$ cat src/hw/rtl/fspx_pkg.sv
// ----------------------------------------------------------------------------
// fspx_pkg
// Shared types, constants and helpers of the form parameter sql extractor.
// ----------------------------------------------------------------------------
package fspx_pkg;

	localparam int KEY_BYTES      = 64;
	localparam int KEY_LEN_W      = $clog2(KEY_BYTES);
	localparam int MAX_TEXT_BYTES = 65536;
	localparam int TEXT_CNT_W     = $clog2(MAX_TEXT_BYTES + 2);
	localparam int CAP_W          = 17;
	localparam logic [CAP_W-1:0] CAP_RESET = CAP_W'(4096);

	// command queue between parser and emitter
	localparam int Q_DEPTH = 4;
	localparam int Q_PTR_W = $clog2(Q_DEPTH);
	localparam int Q_CNT_W = $clog2(Q_DEPTH + 1);

	localparam logic [1:0] METHOD_GET  = 2'd0;
	localparam logic [1:0] METHOD_POST = 2'd1;

	localparam logic [7:0] CH_AMP   = 8'h26;
	localparam logic [7:0] CH_EQ    = 8'h3D;
	localparam logic [7:0] CH_PLUS  = 8'h2B;
	localparam logic [7:0] CH_PCT   = 8'h25;
	localparam logic [7:0] CH_SPACE = 8'h20;
	localparam logic [7:0] CH_S     = 8'h73;
	localparam logic [7:0] CH_Q     = 8'h71;
	localparam logic [7:0] CH_L     = 8'h6C;

	// "sql=" with entry 0 the first character
	localparam logic [3:0][7:0] SQL_PREFIX = {CH_EQ, CH_L, CH_Q, CH_S};

	typedef enum logic [2:0] {
		PH_IDLE,
		PH_PREFIX,
		PH_RAW,
		PH_KEY,
		PH_SKIP,
		PH_VALUE,
		PH_OK,
		PH_FAIL
	} ph_t;

	typedef enum logic [2:0] {
		KM_NONE = 3'd0,
		KM_S    = 3'd1,
		KM_SQ   = 3'd2,
		KM_SQL  = 3'd3,
		KM_Q    = 3'd4,
		KM_BAD  = 3'd7
	} km_t;

	typedef enum logic [1:0] {
		ESC_NONE,
		ESC_HI,
		ESC_LO
	} esc_t;

	// one queue entry: up to four output bytes, then optionally the status
	typedef struct packed {
		logic [2:0]      n_bytes;
		logic [3:0][7:0] bytes;
		logic            has_status;
		logic            fail;
	} cmd_t;

	// bit 4 set means not a hex digit
	function automatic logic [4:0] hex_of(input logic [7:0] c);
		logic [4:0] r;
		begin
			r = 5'h10;
			if (c >= 8'h30 && c <= 8'h39) begin
				r = {1'b0, 4'(c - 8'h30)};
			end else if (c >= 8'h61 && c <= 8'h66) begin
				r = {1'b0, 4'(c - 8'h57)};
			end else if (c >= 8'h41 && c <= 8'h46) begin
				r = {1'b0, 4'(c - 8'h37)};
			end
			return r;
		end
	endfunction

endpackage

$ cat src/hw/rtl/fspx_front.sv
// ----------------------------------------------------------------------------
// fspx_front
// Byte parser: tracks the request phase, decodes keys and values, checks
// output capacity and hands emit commands to the queue.
// ----------------------------------------------------------------------------
module fspx_front (
	input  logic                    clk,
	input  logic                    arst_n,
	input  logic                    take,
	input  logic [1:0]              request_method,
	input  logic [7:0]              data_byte,
	input  logic                    no_data,
	input  logic                    last_byte,
	input  logic [fspx_pkg::CAP_W-1:0] cap,
	output logic                    push,
	output fspx_pkg::cmd_t          cmd
);
	import fspx_pkg::*;

	ph_t                   ph_q, ph;
	logic [1:0]            pc_q, pc;
	logic [2:0][7:0]       hold_q, hold;
	km_t                   km_q, km;
	logic [KEY_LEN_W-1:0]  klen_q, klen;
	esc_t                  esc_q, esc;
	logic [3:0]            hi_q, hi;
	logic [CAP_W-1:0]      emc_q, emc;
	logic [TEXT_CNT_W-1:0] tc_q, tc;

	logic [3:0][7:0] pbuf;
	logic [3:0][7:0] ebuf;
	logic [2:0]      ek;
	logic [2:0]      nem;
	logic [2:0]      n;
	logic            on_sql;
	logic            on_q;
	logic [4:0]      hx;
	logic            kc_go;
	logic [7:0]      kc;
	logic            fin;
	logic            fail;

	always_comb begin
		ph    = ph_q;
		pc    = pc_q;
		hold  = hold_q;
		km    = km_q;
		klen  = klen_q;
		esc   = esc_q;
		hi    = hi_q;
		emc   = emc_q;
		tc    = tc_q;
		ek    = '0;
		ebuf  = '0;
		nem   = '0;
		kc_go = 1'b0;
		kc    = '0;
		fin   = 1'b0;
		fail  = 1'b0;
		hx    = hex_of(data_byte);
		pbuf  = '0;
		n     = '0;
		on_sql = 1'b0;
		on_q   = 1'b0;
		if (take) begin
			if (!no_data && ph == PH_IDLE) begin
				pc   = '0;
				km   = KM_NONE;
				klen = '0;
				esc  = ESC_NONE;
				hi   = '0;
				emc  = '0;
				tc   = '0;
				if (request_method == METHOD_GET) begin
					ph = PH_KEY;
				end else if (request_method == METHOD_POST) begin
					ph = PH_PREFIX;
				end else begin
					ph = PH_FAIL;
				end
			end
			// held prefix bytes followed by the current byte
			for (int i = 0; i < 3; i++) begin
				pbuf[i] = (2'(i) < pc) ? hold[i] : data_byte;
			end
			pbuf[3] = data_byte;
			n = {1'b0, pc} + 3'd1;

			if (!no_data) begin
				if (tc <= TEXT_CNT_W'(MAX_TEXT_BYTES)) begin
					tc = tc + TEXT_CNT_W'(1);
				end
				if (tc > TEXT_CNT_W'(MAX_TEXT_BYTES)) begin
					ph = PH_FAIL;
				end
				case (ph)
					PH_PREFIX: begin
						on_sql = 1'b1;
						for (int i = 0; i < 4; i++) begin
							if (3'(i) < n && pbuf[i] != SQL_PREFIX[i]) begin
								on_sql = 1'b0;
							end
						end
						on_q = (n <= 3'd2) && (pbuf[0] == CH_Q) &&
							(n < 3'd2 || pbuf[1] == CH_EQ);
						if ((on_sql && n == 3'd4) || (on_q && n == 3'd2)) begin
							ph  = PH_VALUE;
							esc = ESC_NONE;
						end else if ((on_sql || on_q) && n < 3'd4) begin
							hold[pc] = data_byte;
							pc       = n[1:0];
						end else begin
							ph   = PH_RAW;
							ek   = n;
							ebuf = pbuf;
						end
					end
					PH_RAW: begin
						ek      = 3'd1;
						ebuf[0] = data_byte;
					end
					PH_KEY: begin
						if (data_byte == CH_AMP) begin
							km   = KM_NONE;
							klen = '0;
							esc  = ESC_NONE;
							hi   = '0;
						end else if (data_byte == CH_EQ) begin
							if (esc == ESC_NONE && (km == KM_SQL || km == KM_Q)) begin
								ph = PH_VALUE;
							end else begin
								ph = PH_SKIP;
							end
						end else if (esc != ESC_NONE) begin
							if (hx[4]) begin
								km  = KM_BAD;
								esc = ESC_NONE;
							end else if (esc == ESC_HI) begin
								hi  = hx[3:0];
								esc = ESC_LO;
							end else begin
								esc   = ESC_NONE;
								kc_go = 1'b1;
								kc    = {hi, hx[3:0]};
							end
						end else if (data_byte == CH_PLUS) begin
							kc_go = 1'b1;
							kc    = CH_SPACE;
						end else if (data_byte == CH_PCT) begin
							esc = ESC_HI;
						end else begin
							kc_go = 1'b1;
							kc    = data_byte;
						end
					end
					PH_SKIP: begin
						if (data_byte == CH_AMP) begin
							ph   = PH_KEY;
							km   = KM_NONE;
							klen = '0;
							esc  = ESC_NONE;
							hi   = '0;
						end
					end
					PH_VALUE: begin
						if (data_byte == CH_AMP) begin
							ph = (esc != ESC_NONE) ? PH_FAIL : PH_OK;
						end else if (esc != ESC_NONE) begin
							if (hx[4]) begin
								ph = PH_FAIL;
							end else if (esc == ESC_HI) begin
								hi  = hx[3:0];
								esc = ESC_LO;
							end else begin
								esc     = ESC_NONE;
								ek      = 3'd1;
								ebuf[0] = {hi, hx[3:0]};
							end
						end else if (data_byte == CH_PLUS) begin
							ek      = 3'd1;
							ebuf[0] = CH_SPACE;
						end else if (data_byte == CH_PCT) begin
							esc = ESC_HI;
						end else begin
							ek      = 3'd1;
							ebuf[0] = data_byte;
						end
					end
					default: begin
					end
				endcase

				// key matcher: one decoded key character
				if (kc_go && km != KM_BAD) begin
					if (klen >= KEY_LEN_W'(KEY_BYTES - 1)) begin
						km = KM_BAD;
					end else begin
						klen = klen + KEY_LEN_W'(1);
						if (km == KM_NONE && kc == CH_S) begin
							km = KM_S;
						end else if (km == KM_NONE && kc == CH_Q) begin
							km = KM_Q;
						end else if (km == KM_S && kc == CH_Q) begin
							km = KM_SQ;
						end else if (km == KM_SQ && kc == CH_L) begin
							km = KM_SQL;
						end else begin
							km = KM_BAD;
						end
					end
				end
			end

			fin = no_data || last_byte;
			// a body cut short inside the prefix is copied raw
			if (fin && ph == PH_PREFIX) begin
				ph   = PH_RAW;
				ek   = {1'b0, pc};
				ebuf = pbuf;
			end

			// capacity: each byte needs emitted+1 below the capacity
			for (int j = 0; j < 4; j++) begin
				if (3'(j) < ek &&
					(({1'b0, emc} + (CAP_W + 1)'(j + 1)) < {1'b0, cap})) begin
					nem = nem + 3'd1;
				end
			end
			if (nem != ek) begin
				ph = PH_FAIL;
			end
			emc = emc + CAP_W'(nem);

			if (fin) begin
				case (ph)
					PH_RAW, PH_OK: fail = 1'b0;
					PH_VALUE:      fail = (esc != ESC_NONE);
					default:       fail = 1'b1;
				endcase
				if (cap == '0) begin
					fail = 1'b1;
				end
				ph   = PH_IDLE;
				pc   = '0;
				km   = KM_NONE;
				klen = '0;
				esc  = ESC_NONE;
				hi   = '0;
				emc  = '0;
				tc   = '0;
			end
		end
	end

	assign push           = take && (nem != '0 || fin);
	assign cmd.n_bytes    = nem;
	assign cmd.bytes      = ebuf;
	assign cmd.has_status = fin;
	assign cmd.fail       = fail;

	always_ff @(posedge clk or negedge arst_n) begin
		if (!arst_n) begin
			ph_q   <= PH_IDLE;
			pc_q   <= '0;
			km_q   <= KM_NONE;
			klen_q <= '0;
			esc_q  <= ESC_NONE;
			hi_q   <= '0;
			emc_q  <= '0;
			tc_q   <= '0;
		end else begin
			ph_q   <= ph;
			pc_q   <= pc;
			km_q   <= km;
			klen_q <= klen;
			esc_q  <= esc;
			hi_q   <= hi;
			emc_q  <= emc;
			tc_q   <= tc;
		end
	end

	always_ff @(posedge clk) begin
		hold_q <= hold;
	end

endmodule

$ cat src/hw/rtl/fspx_fifo.sv
// ----------------------------------------------------------------------------
// fspx_fifo
// Short command queue between the parser and the result emitter.
// ----------------------------------------------------------------------------
module fspx_fifo (
	input  logic           clk,
	input  logic           arst_n,
	input  logic           push,
	input  fspx_pkg::cmd_t wr_data,
	input  logic           pop,
	output fspx_pkg::cmd_t rd_data,
	output logic           empty,
	output logic           full
);
	import fspx_pkg::*;

	cmd_t               mem_q [Q_DEPTH];
	logic [Q_PTR_W-1:0] wr_ptr_q;
	logic [Q_PTR_W-1:0] rd_ptr_q;
	logic [Q_CNT_W-1:0] cnt_q;

	assign empty   = (cnt_q == '0);
	assign full    = (cnt_q == Q_CNT_W'(Q_DEPTH));
	assign rd_data = mem_q[rd_ptr_q];

	always_ff @(posedge clk) begin
		if (push) begin
			mem_q[wr_ptr_q] <= wr_data;
		end
	end

	always_ff @(posedge clk or negedge arst_n) begin
		if (!arst_n) begin
			wr_ptr_q <= '0;
			rd_ptr_q <= '0;
			cnt_q    <= '0;
		end else begin
			if (push) begin
				wr_ptr_q <= (wr_ptr_q == Q_PTR_W'(Q_DEPTH - 1)) ? '0 : wr_ptr_q + Q_PTR_W'(1);
			end
			if (pop) begin
				rd_ptr_q <= (rd_ptr_q == Q_PTR_W'(Q_DEPTH - 1)) ? '0 : rd_ptr_q + Q_PTR_W'(1);
			end
			case ({push, pop})
				2'b10:   cnt_q <= cnt_q + Q_CNT_W'(1);
				2'b01:   cnt_q <= cnt_q - Q_CNT_W'(1);
				default: cnt_q <= cnt_q;
			endcase
		end
	end

endmodule

$ cat src/hw/rtl/fspx_back.sv
// ----------------------------------------------------------------------------
// fspx_back
// Result emitter: walks the head command byte by byte, then the status if it
// carries one, into a registered output stage.
// ----------------------------------------------------------------------------
module fspx_back (
	input  logic           clk,
	input  logic           arst_n,
	input  fspx_pkg::cmd_t head,
	input  logic           empty,
	output logic           pop,
	output logic           out_valid,
	input  logic           out_ready,
	output logic           result_kind,
	output logic [7:0]     out_byte,
	output logic           extract_status,
	output logic           last_result
);
	import fspx_pkg::*;

	logic [2:0] idx_q;
	logic       valid_q;
	logic       kind_q;
	logic [7:0] byte_q;
	logic       status_q;
	logic       last_q;

	logic load;
	logic fire;
	logic is_byte;
	logic done;

	assign load    = !valid_q || out_ready;
	assign fire    = load && !empty;
	assign is_byte = idx_q < head.n_bytes;
	assign done    = is_byte ? ((idx_q + 3'd1 == head.n_bytes) && !head.has_status) : 1'b1;
	assign pop     = fire && done;

	always_ff @(posedge clk or negedge arst_n) begin
		if (!arst_n) begin
			idx_q   <= '0;
			valid_q <= 1'b0;
		end else begin
			if (fire) begin
				idx_q   <= done ? 3'd0 : idx_q + 3'd1;
				valid_q <= 1'b1;
			end else if (out_ready) begin
				valid_q <= 1'b0;
			end
		end
	end

	always_ff @(posedge clk) begin
		if (fire) begin
			kind_q   <= !is_byte;
			byte_q   <= is_byte ? head.bytes[idx_q[1:0]] : 8'h00;
			status_q <= is_byte ? 1'b0 : head.fail;
			last_q   <= !is_byte;
		end
	end

	assign out_valid      = valid_q;
	assign result_kind    = kind_q;
	assign out_byte       = byte_q;
	assign extract_status = status_q;
	assign last_result    = last_q;

endmodule

$ cat src/hw/rtl/form_param_sql_extractor_unit.sv
// ----------------------------------------------------------------------------
// form_param_sql_extractor_unit
// Extracts the sql or q parameter from a query string or form body, url
// decoded, or copies other post bodies raw, and closes with a status item.
//
//   port group    dir   handshake            payload
//   in            in    in_valid/in_ready    request_method data_byte no_data
//                                             last_byte
//   out           out   out_valid/out_ready  result_kind out_byte
//                                             extract_status last_result
//   cfg           in    cfg_valid/cfg_ready  out_capacity
//
// The parser takes one request byte per cycle while the queue has room; the
// emitter sends one result per cycle while out_ready is high, and a single
// byte can give up to five results when a broken post prefix is flushed
// together with the status. A four-entry command queue between them lets the
// parser run ahead while the output is stalled; in_ready drops only when that
// queue is full. cfg_ready is always high. Reset gives capacity 4096 and an
// empty queue, with no clearing pass.
// ----------------------------------------------------------------------------
module form_param_sql_extractor_unit (
	input  logic                        clk,
	input  logic                        arst_n,
	input  logic                        in_valid,
	output logic                        in_ready,
	input  logic [1:0]                  request_method,
	input  logic [7:0]                  data_byte,
	input  logic                        no_data,
	input  logic                        last_byte,
	output logic                        out_valid,
	input  logic                        out_ready,
	output logic                        result_kind,
	output logic [7:0]                  out_byte,
	output logic                        extract_status,
	output logic                        last_result,
	input  logic                        cfg_valid,
	output logic                        cfg_ready,
	input  logic [fspx_pkg::CAP_W-1:0]  out_capacity
);
	import fspx_pkg::*;

	logic [CAP_W-1:0] cap_q;
	logic             take;
	logic             push;
	logic             pop;
	logic             empty;
	logic             full;
	cmd_t             wr_cmd;
	cmd_t             head;

	assign cfg_ready = 1'b1;
	assign in_ready  = !full;
	assign take      = in_valid && in_ready;

	always_ff @(posedge clk or negedge arst_n) begin
		if (!arst_n) begin
			cap_q <= CAP_RESET;
		end else if (cfg_valid) begin
			cap_q <= out_capacity;
		end
	end

	fspx_front u_front (
		.clk            (clk),
		.arst_n         (arst_n),
		.take           (take),
		.request_method (request_method),
		.data_byte      (data_byte),
		.no_data        (no_data),
		.last_byte      (last_byte),
		.cap            (cap_q),
		.push           (push),
		.cmd            (wr_cmd)
	);

	fspx_fifo u_fifo (
		.clk     (clk),
		.arst_n  (arst_n),
		.push    (push),
		.wr_data (wr_cmd),
		.pop     (pop),
		.rd_data (head),
		.empty   (empty),
		.full    (full)
	);

	fspx_back u_back (
		.clk            (clk),
		.arst_n         (arst_n),
		.head           (head),
		.empty          (empty),
		.pop            (pop),
		.out_valid      (out_valid),
		.out_ready      (out_ready),
		.result_kind    (result_kind),
		.out_byte       (out_byte),
		.extract_status (extract_status),
		.last_result    (last_result)
	);

endmodule

$ cat config.mk
export PLATFORM = sky130hd
export DESIGN_NAME = form_param_sql_extractor_unit
export DESIGN_NICKNAME = d
export VERILOG_FILES = /design/src/hw/rtl/fspx_pkg.sv /design/src/hw/rtl/fspx_front.sv /design/src/hw/rtl/fspx_fifo.sv /design/src/hw/rtl/fspx_back.sv /design/src/hw/rtl/form_param_sql_extractor_unit.sv
export SDC_FILE = /design/constraint.sdc
export NUM_CORES = 1
export LEC_CHECK = 0
export BUFFER_PORTS_ARGS = -buffer_cell sky130_fd_sc_hd__buf_2
export CORE_AREA = 3 3 236 238
export DETAILED_ROUTE_END_ITERATION = 10
export DIE_AREA = 0 0 239 241
export SYNTH_ARGS = -nofsm -noshare
export SYNTH_HDL_FRONTEND = slang
export SYNTH_SLANG_ARGS = --single-unit
export TNS_END_PERCENT = 50
$ cat constraint.sdc
create_clock -name clk -period 15.19 [get_ports clk]
set_input_delay 2.2785 -clock clk [delete_from_list [all_inputs] [get_ports clk]]
set_output_delay 2.2785 -clock clk [all_outputs]
set_load 0.005 [all_outputs]
## Word level (Yosys, flattened, before mapping)

Memory sizes are Yosys's and may differ from the RTL's.
Cells that the tools add are included.

- Add/subtract/negate cells: 19
- Multipliers: 0
- Div/mod/pow operators: 0
- $lt $le $gt $ge: 31
- Equal/unequal tests: 38
- Shift-type cells: 0
- Mux-type cells: 177
- Bitwise operators: 2
- Reduce and logical (&&, ||, !) cells: 57

Operator list:

| operator | count |
|---|---|
| two-way mux 17 bit | 10 |
| two-way mux 3 bit | 55 |
| two-way mux 32 bit | 5 |
| two-way mux 8 bit | 16 |
| less-than comparator 18 x 17 -> 1 bit | 4 |
| two-way mux 6 bit | 9 |
| two-way mux 2 bit | 26 |
| equality test 8 x 6 -> 1 bit, second input constant | 5 |
| two-way mux 4 bit | 10 |
| adder 17 x 2 -> 18 bit, second input constant | 2 |
| equality test 8 x 7 -> 1 bit, second input constant | 4 |
| two-way mux 1 bit | 31 |
| logical AND 1 bit | 30 |
| bitwise mux 24 bit | 1 |
| two-way mux 24 bit | 1 |
| inequality test 8 x 7 -> 1 bit, second input constant | 3 |
| one-hot mux 8 bit (3 select lines) | 1 |
| equality test 3 bit, second input constant | 7 |
| adder 17 x 1 -> 18 bit, second input constant | 1 |
| adder 17 x 3 -> 18 bit, second input constant | 1 |
| equality test 3 x 2 -> 1 bit, second input constant | 6 |
| adder 17 x 1 -> 17 bit, second input constant | 1 |
| adder 17 x 3 -> 17 bit | 1 |
| greater-than comparator 17 bit, second input constant | 1 |
| other kinds (49) | 93 |

- Register bits after elaboration: 116
- Latch bits: 0
- RAM bits: 148
- ROM bits: 0
- Input port bits: 34
- Output and inout bits: 14
- Logic and storage cells: 345
- Memories kept: 1

Memory list:

| name | depth | width | rd ports | clocked after memory_dff | wr ports | RTL line | text |
|---|---|---|---|---|---|---|---|
| u_fifo.mem_q | 4 | 37 | 1 | 0 | 1 | fspx_fifo.sv:17 | `cmd_t mem_q [Q_DEPTH];` |

## Longest topological paths before layout

Gate-level depths: netlist of the first run.

- Depth after elaboration: 49
- Depth in mapped cells: 40
- Mapped depth without buffers: 34

## By module

A second synthesis of the first run with hierarchy kept.

- Cells, all modules: 1496
- Area, all modules: 16341.9 um2

Modules (own cells, without submodules):

| module | instances | cells each | area an instance (um2) | seq. area each (um2) |
|---|---|---|---|---|
| fspx_front | 1 | 1160 | 9013.6 | 2072.0 |
| fspx_fifo | 1 | 231 | 5749.3 | 4619.4 |
| fspx_back | 1 | 65 | 870.8 | 400.4 |
| form_param_sql_extractor_unit | 1 | 40 | 708.2 | 426.7 |

## Least setup slack after synthesis of the first run

OpenSTA, ideal clock, no wires.

- Kind: input to register
- From: input port no_data
- To: register u_front.emc_q[10]
- Setup time: 128 ps
- Data arrival time: 8941 ps
- Data required time: 15062 ps
- Path slack: 6121 ps
- Cell stages on the path: 38
- Path buffers: 5
- Cells stage by stage: or4_1 > buf_2 > clkbuf_1 > buf_1 > buf_1 > nand2_1 > inv_1 > ha_1 > inv_1 > nor2_1 > nand2_1 > xor2_1 > nor2_1 > ha_1 > a21oi_1 > o21ai_0 > a21o_1 > a2111oi_0 > (+2 left out) > nor2_1 > o211ai_1 > and3_1 > ha_1 > clkbuf_1 > o41ai_1 > a311oi_1 > nand2_1 > ha_1 > inv_1 > fa_1 > inv_1 > a21oi_1 > nand4b_1 > nor3_1 > a31oi_1 > o21ai_0 > o31ai_1

- Cells in the longest elaborated chain, start to end: 41
- Elaborated cells between the ends (all ways): 133
- Those cells by class: 10 x add/sub; 20 x order compare; 16 x eq/ne; 63 x mux; 24 x reduce/logical

RTL lines:

| item | RTL line | text |
|---|---|---|
| from (decl) | form_param_sql_extractor_unit.sv:28 | `input logic no_data,` |
| parallel branches: the longest is 40 deep, another holds adder 17 x 1 -> 17 bit | - |  |
| two-way mux 17 bit * | fspx_front.sv:234 | `if (fin) begin` |
| to (signal assigned) | fspx_front.sv:278 | `emc_q <= emc;` |
| to (decl) | fspx_front.sv:27 | `logic [CAP_W-1:0] emc_q, emc;` |

Mark *: on every way between the ends. The select of a mux whose other input is x is not followed.
A chain may end at the register's enable or synchronous reset.

## Final worst setup path of the first run

- From: input port no_data
- To: register u_front.emc_q[12]

The elaborated chain is that of the path after synthesis.

==> results of run 1 <==
## state kept, by name (all words and copies together) (netlist names), 4 cells and up
name	flops
u_front.emc_q	17
u_front.hi_q	4
u_front.hold_q	24
u_fifo.mem_q	148
u_back.out_byte	8
u_front.klen_q	6
u_front.tc_q	17
cap_q	17
## metal layers
| metal | vias to the layer above | GRT usage (%) | routed length (µm) |
|---|---|---|---|
| met1 | 5959 | 19.7 | 19200 |
| met4 | 2 | 3.65 | 1000 |
| met2 | 290 | 25.6 | 21000 |
| met3 | 71 | 2.55 | 2130 |
| li1 | 5663 | - | - |
| met5 | - | 0 | 17 |
## worst paths after layout
kind,cells past startpoint,endpoint,start
worst min register to register,2,u_back.out_valid,u_back.out_valid
worst min-delay path,2,u_back.out_valid,u_back.out_valid
max in group asynchronous,2,cap_q[4],arst_n
worst max-delay path,31,u_front.emc_q[12],no_data
min in group asynchronous,1,u_front.tc_q[12],arst_n
worst max register to register,30,u_front.emc_q[12],u_front.ph_q[2]
## worst reg2reg max path, delay by kind of cell (launching register included)
family	cells	cell delay [ps]
AOI/OAI and AO/OA	11	2470
xor gates and xnor gates	1	160
adders and majority gates	4	1310
buffers and inverters	4	810
DFF	1	720
and+or+nand+nor	10	2780
## where the power goes
part / leakage [nW] / internal, mW / switching [mW]
registers: 2.76 / 0.927 / 0.0689
logic: 3.56 / 0.336 / 0.497
clock network: 0.455 / 0.410 / 0.304
total: 6.77 / 1.67 / 0.870
## cells by family after synthesis
logic type               share of synthesized area (%)
other                                           0.0233
AND/OR/NAND/NOR                                   16.1
flip-flops                                        46.7
buffers and inverters                             3.76
AO/OA/AOI/OAI                                     13.9
XOR/XNOR                                          3.65
adder cells (fa/ha/maj)                           7.87
multiplexers                                      7.88
## cell type report
| cell class | count | area, µm² |
|---|---|---|
| well taps | 696 | 871 |
| flip-flops and latches | 264 | 7520 |
| multi-input cells | 1109 | 7980 |
| inverters | 61 | 234 |
| clock inverters | 23 | 264 |
| repair buffers | 59 | 330 |
| diodes | 2 | 5.00 |
| fillers | 5427 | 35900 |
| clock buffers | 29 | 704 |
## synthesized netlist by cell type (all sizes together), types with 7 or more instances
master and n:
a221oi 7, a31oi 14, or2 7, o211ai 7, or3 13, and2 25, nand4 17, and3 17
o21ai 117, nor3 28, mux4 45, nor2 124, clkbuf 63, nor4 15, ha 98, buf 27
a21o 19, dfrtp 81, nand3 46, o41ai 7, xor2 28, o31ai 12, o22a 8, inv 60
nand2b 14, nand2 163, xnor2 39, a21oi 84, mux2i 22, a211oi 7, nor2b 20, edfxtp 182
## stage by stage
stage               utilization [%]  worst slack [ps]  hold WS, ps
floorplan                         -              6120          451
global placement               31.5              5330          476
detailed placement             31.5              5010          493
CTS                            33.3              5580          508
global route                   33.3              4660          517
finish                         33.3              5520          498
==> results.py, run 1 <==
metrics = {
    "run_status": {
        "status": "complete, no violations",
    },
    "pwr": {
        "power_mw": 2.54,
        "peakVddDrop_uv": 79.4,
        "power_per_cell_area_mw_per_mm2": 142,
        "p_leak_nw": 6.77,
    },
    "clocking": {
        "cts_sinks": 264,
        "htree_levels": 1,
        "root_buffer": "clkbuf_16",
        "cts_buffer_depth": 3,
        "cts_tree": "yes",
        "post_cts_buffers": 0,
        "clkLatencyLatePin_ps": 580,
        "cts_buffers": 28,
        "cts_resized": 0,
        "clk_pin_slew_ps": 60,
        "ctsHoldBuffers": 0,
    },
    "final_layout": {
        "drive_gt1_share_pct": 12.2,
        "nets": 1657,
        "syn_to_final_growth_pct": 11.3,
        "final_common_cell": "edfxtp_1",
        "layout_common_cells": "182 x edfxtp_1, 162 x nand2_1, 124 x nor2_1",
        "fin_area_mm2": 0.0179,
        "fin_cells": 2243,
    },
    "die": {
        "chipWidth_um": 239,
        "boundaryPins": 48,
        "die-area_mm2": 0.0576,
        "start_util_pct": 29.9,
        "die_y_um": 241,
        "rows": 85,
        "coreArea_mm2": 0.0538,
    },
    "yosys": {
        "syn-num-nets": 1658,
        "yosysWarnings": 0,
        "synth_area_leaders": "edfxtp_1 34%, dfrtp_1 13%, ha_1 7.6%",
        "syn_area_mm2": 0.0161,
        "synth_ff_type": "edfxtp_1",
        "synth_top_area_share_pct": 34.0,
        "async_flop_share_pct": 31.1,
        "ys_seq_elements": 264,
        "seq_area_frac_synth_pct": 46.7,
        "synthCells": 1524,
        "synth_edf_count": 182,
        "synth.distinct_cells": 94,
        "synth.avg_cell_area_um2": 10.6,
        "synth_top_cell_by_area": "edfxtp_1",
    },
    "critical_path": {
        "end_kind": "register",
        "max_stage_delay_ps": 570,
        "critPathBufInv": 5,
        "critPathTopFamily": "simple AND/OR/NAND/NOR gates",
        "rrSetupSlack_ps": 6790,
        "crit_type": "in -> reg",
        "critPathArrivalTime_ps": 10100,
        "slowest_stage": "a221oi_1",
        "worst_ep_required_time_ps": 15630,
        "cp-start-kind": "primary input",
        "critPathMaxFanout": 35,
    },
    "timing": {
        "worst_pin_slew_ps": 1020,
        "slew_viol_final": 0,
        "min_period_over_period_pct": 63.6,
        "finalHoldViolCount": 0,
        "rsz0062_at_grt": "no",
        "finalCriticalPeriod_ps": 9670,
        "fin_setup_tns_ps": 0,
        "fmax_ghz": 0.103,
        "skew_ps": 13.8,
        "relSlewSlack_pct": 31.8,
        "setup_viol": 0,
    },
    "placement": {
        "io_buffer_count": 46,
        "hpwlAfterDp_um": 30400,
        "placed_area_mm2": 0.0169,
        "gp_congestion": 0.923,
        "place_inst": 2189,
    },
    "grt": {
        "grt_pass1_wl_um": 68600,
        "grt_overflow": 0,
        "grt_pass1_vias": 12100,
        "antenna_found_initial": 3,
        "track_usage_pct": 14.9,
        "grt_max_degree": 50,
    },
    "job": {
        "drv_cap": 0,
    },
    "drt": {
        "firstDrtPassIters": 5,
        "vias_per_cell": 5.34,
        "wl_per_cell_um": 19.4,
        "wl_um": 43400,
        "vias": 12000,
        "drt_first_iter_violations": 946,
        "drcViolationCount": 0,
        "ant_nets": 0,
    },
    "min_path": {
        "hp-class": "reg -> reg",
    },
}
(Power assumes the default switching activity.)
==> run 2, diff against run 1 <==
==> constraint.sdc (replaced) <==
create_clock -name clk -period 8.75 [get_ports clk]
set_input_delay 1.3125 -clock clk [delete_from_list [all_inputs] [get_ports clk]]
set_output_delay 1.3125 -clock clk [all_outputs]
set_load 0.005 [all_outputs]
==> run 2 against run 1 <==
Effect of this change:
- utilization up 0.061 points
- first-iteration DRC count up 16%
- setup slack worse by 4800 ps
- register-to-register slack worse by 5900 ps
- non-clock buffer count up 16
- clock-buffer cell count up 3
- largest power group unchanged
==> results.py, run 2 (same netlist as run 1, synthesis figures left out) <==
metrics = {
    "run_status": {
        "status": "complete, no violations",
    },
    "pwr": {
        "p_leak_nw": 6.81,
        "power_per_cell_area_mw_per_mm2": 239,
        "peakVddDrop_uv": 136,
    },
    "min_path": {
        "hold_path_end": "u_front.hi_q[1]",
        "hp-start": "u_front.hi_q[1]",
        "hp-class": "reg -> reg",
        "min_path_cells": 2,
    },
    "critical_path": {
        "timing.rr.start": "u_front.ph_q[2]",
        "critPathMaxFanout": 7,
        "slowest_stage": "or4_1",
        "rrSetupSlack_ps": 920,
        "critPathArrivalTime_ps": 8450,
        "cp-start-kind": "primary input",
        "max_stage_delay_ps": 680,
        "cpMostUsedCell": "o21ai_0",
        "worst_ep_required_time_ps": 9190,
        "worstReg2RegEnd": "u_front.emc_q[10]",
        "ff2ff_path_depth": 31,
        "end_kind": "register",
        "crit_type": "in -> reg",
    },
    "die": {
        "rows": 85,
        "coreArea_mm2": 0.0538,
        "chipWidth_um": 239,
        "start_util_pct": 29.9,
        "die-area_mm2": 0.0576,
        "die_y_um": 241,
        "boundaryPins": 48,
    },
    "timing": {
        "min_period_over_period_pct": 91.5,
        "fin_setup_tns_ps": 0,
        "fmax_ghz": 0.125,
        "skew_ps": 19.3,
        "setup_viol": 0,
        "finalCriticalPeriod_ps": 8010,
        "finalHoldViolCount": 0,
        "slew_viol_final": 0,
        "rsz0062_at_grt": "no",
        "fin_ws_ps": 743,
        "relSlewSlack_pct": 39.5,
        "worst_pin_slew_ps": 907,
    },
    "clocking": {
        "root_buffer": "clkbuf_16",
        "cts_buffer_depth": 3,
        "clkLatencyLatePin_ps": 570,
        "cts_sinks": 264,
        "cts_tree": "yes",
        "cts_buffers": 27,
        "ctsHoldBuffers": 0,
        "htree_levels": 1,
        "clk_pin_slew_ps": 60,
    },
    "final_layout": {
        "final_common_cell": "edfxtp_1",
        "syn_to_final_growth_pct": 11.5,
        "nets": 1672,
        "layout_common_cells": "182 x edfxtp_1, 162 x nand2_1, 124 x nor2_1",
        "largest_reg_flops": 148,
        "drive_gt1_share_pct": 12.4,
        "regMostFlops": "u_fifo.mem_q",
        "biggestRegsByFlops": "u_fifo.mem_q x148, u_front.hold_q x24",
        "insertedDiodeCount": 0,
    },
    "drt": {
        "drcViolationCount": 0,
        "firstDrtPassIters": 5,
        "ant_nets": 0,
        "vias_per_cell": 5.31,
        "wl_um": 42900,
        "vias": 12000,
        "drt_first_iter_violations": 1097,
        "wl_per_cell_um": 19.0,
    },
    "grt": {
        "grt_overflow": 0,
        "track_usage_pct": 14.8,
        "grt_pass1_vias": 12000,
        "grt_pass1_wl_um": 68000,
        "grt_max_degree": 52,
        "antenna_found_initial": 0,
    },
    "job": {
        "drv_cap": 0,
    },
    "placement": {
        "io_buffer_count": 46,
        "dp_slack_ps": 75.4,
        "hpwlAfterDp_um": 30300,
        "gp_congestion": 0.897,
    },
}
==> run 2: cell count changes in the layout (fill, tap and decap cells not counted), moves of 2 or more <==
cell        delta
buf_4         +11
buf_12         +5
clkinv_1       +5
clkbuf_1       +4
clkinvlp_4     -4
bufinv_16      -3
clkinv_4       -2
diode_2        -2
==> run 2: final cells by class <==
type	count	area, µm²
inverters	61	234
flip-flops and latches	264	7520
clock buffers	32	694
clock inverters	18	124
well taps	696	871
multi-input cells	1109	7980
fillers	5408	35900
repair buffers	75	513
==> run 2: layer usage <==
| layer | global-route usage [%] | share of wire (%) | wire length [µm] |
|---|---|---|---|
| met5 | 0 | 0 | 0 |
| met3 | 2.37 | 5.5 | 2340 |
| met4 | 4.01 | 2.7 | 1150 |
| met2 | 25.0 | 48 | 20400 |
| met1 | 19.9 | 44 | 19000 |
==> run 2: worst max path at each step <==
stage,from,slack [ps],end,depth (start not counted)
floorplan,no_data,650,u_front.emc_q[10],38
global placement,no_data,350,u_front.emc_q[16],35
finish,no_data,740,u_front.emc_q[10],32
global route,no_data,100,u_front.emc_q[12],32
detailed placement,no_data,80,u_front.emc_q[10],32
CTS,no_data,650,u_front.emc_q[10],32
==> run 2: power by group <==
part           leakage [nW]  total (mW)  switching, mW  internal [mW]
clock network         0.397        1.09          0.496          0.597
logic                  3.65        1.47          0.861          0.610
registers              2.76        1.73          0.122           1.61
total                  6.81        4.29           1.48           2.81
==> run 2: critical path: cells and delay by family <==
kind,cells,cell delay (ps)
buffers and inverters,6,840
AOI/OAI and AO/OA,12,2360
adders and majority gates,4,1310
and+or+nand+nor,9,2470
xor gates and xnor gates,1,160
==> run 2: timing repair <==
action                     CTS  global route
gates resized for setup      0             1
hold endpoints to repair     0             0
setup buffers                0             0
setup endpoints to repair    0             4
==> run 2: stage by stage <==
stage / power (mW) / utilization, % / hold WS, ps / instances / cell area (µm²)
global placement: 3.22 / 31.8 / 469 / 2205 / 17100
detailed placement: 3.24 / 31.8 / 477 / 2205 / 17100
CTS: 4.35 / 33.3 / 493 / 2255 / 17900
global route: 4.57 / 33.3 / 523 / 2255 / 17900
floorplan: 2.79 / - / 451 / 1524 / 16100
finish: 4.29 / 33.3 / 492 / 2255 / 17900
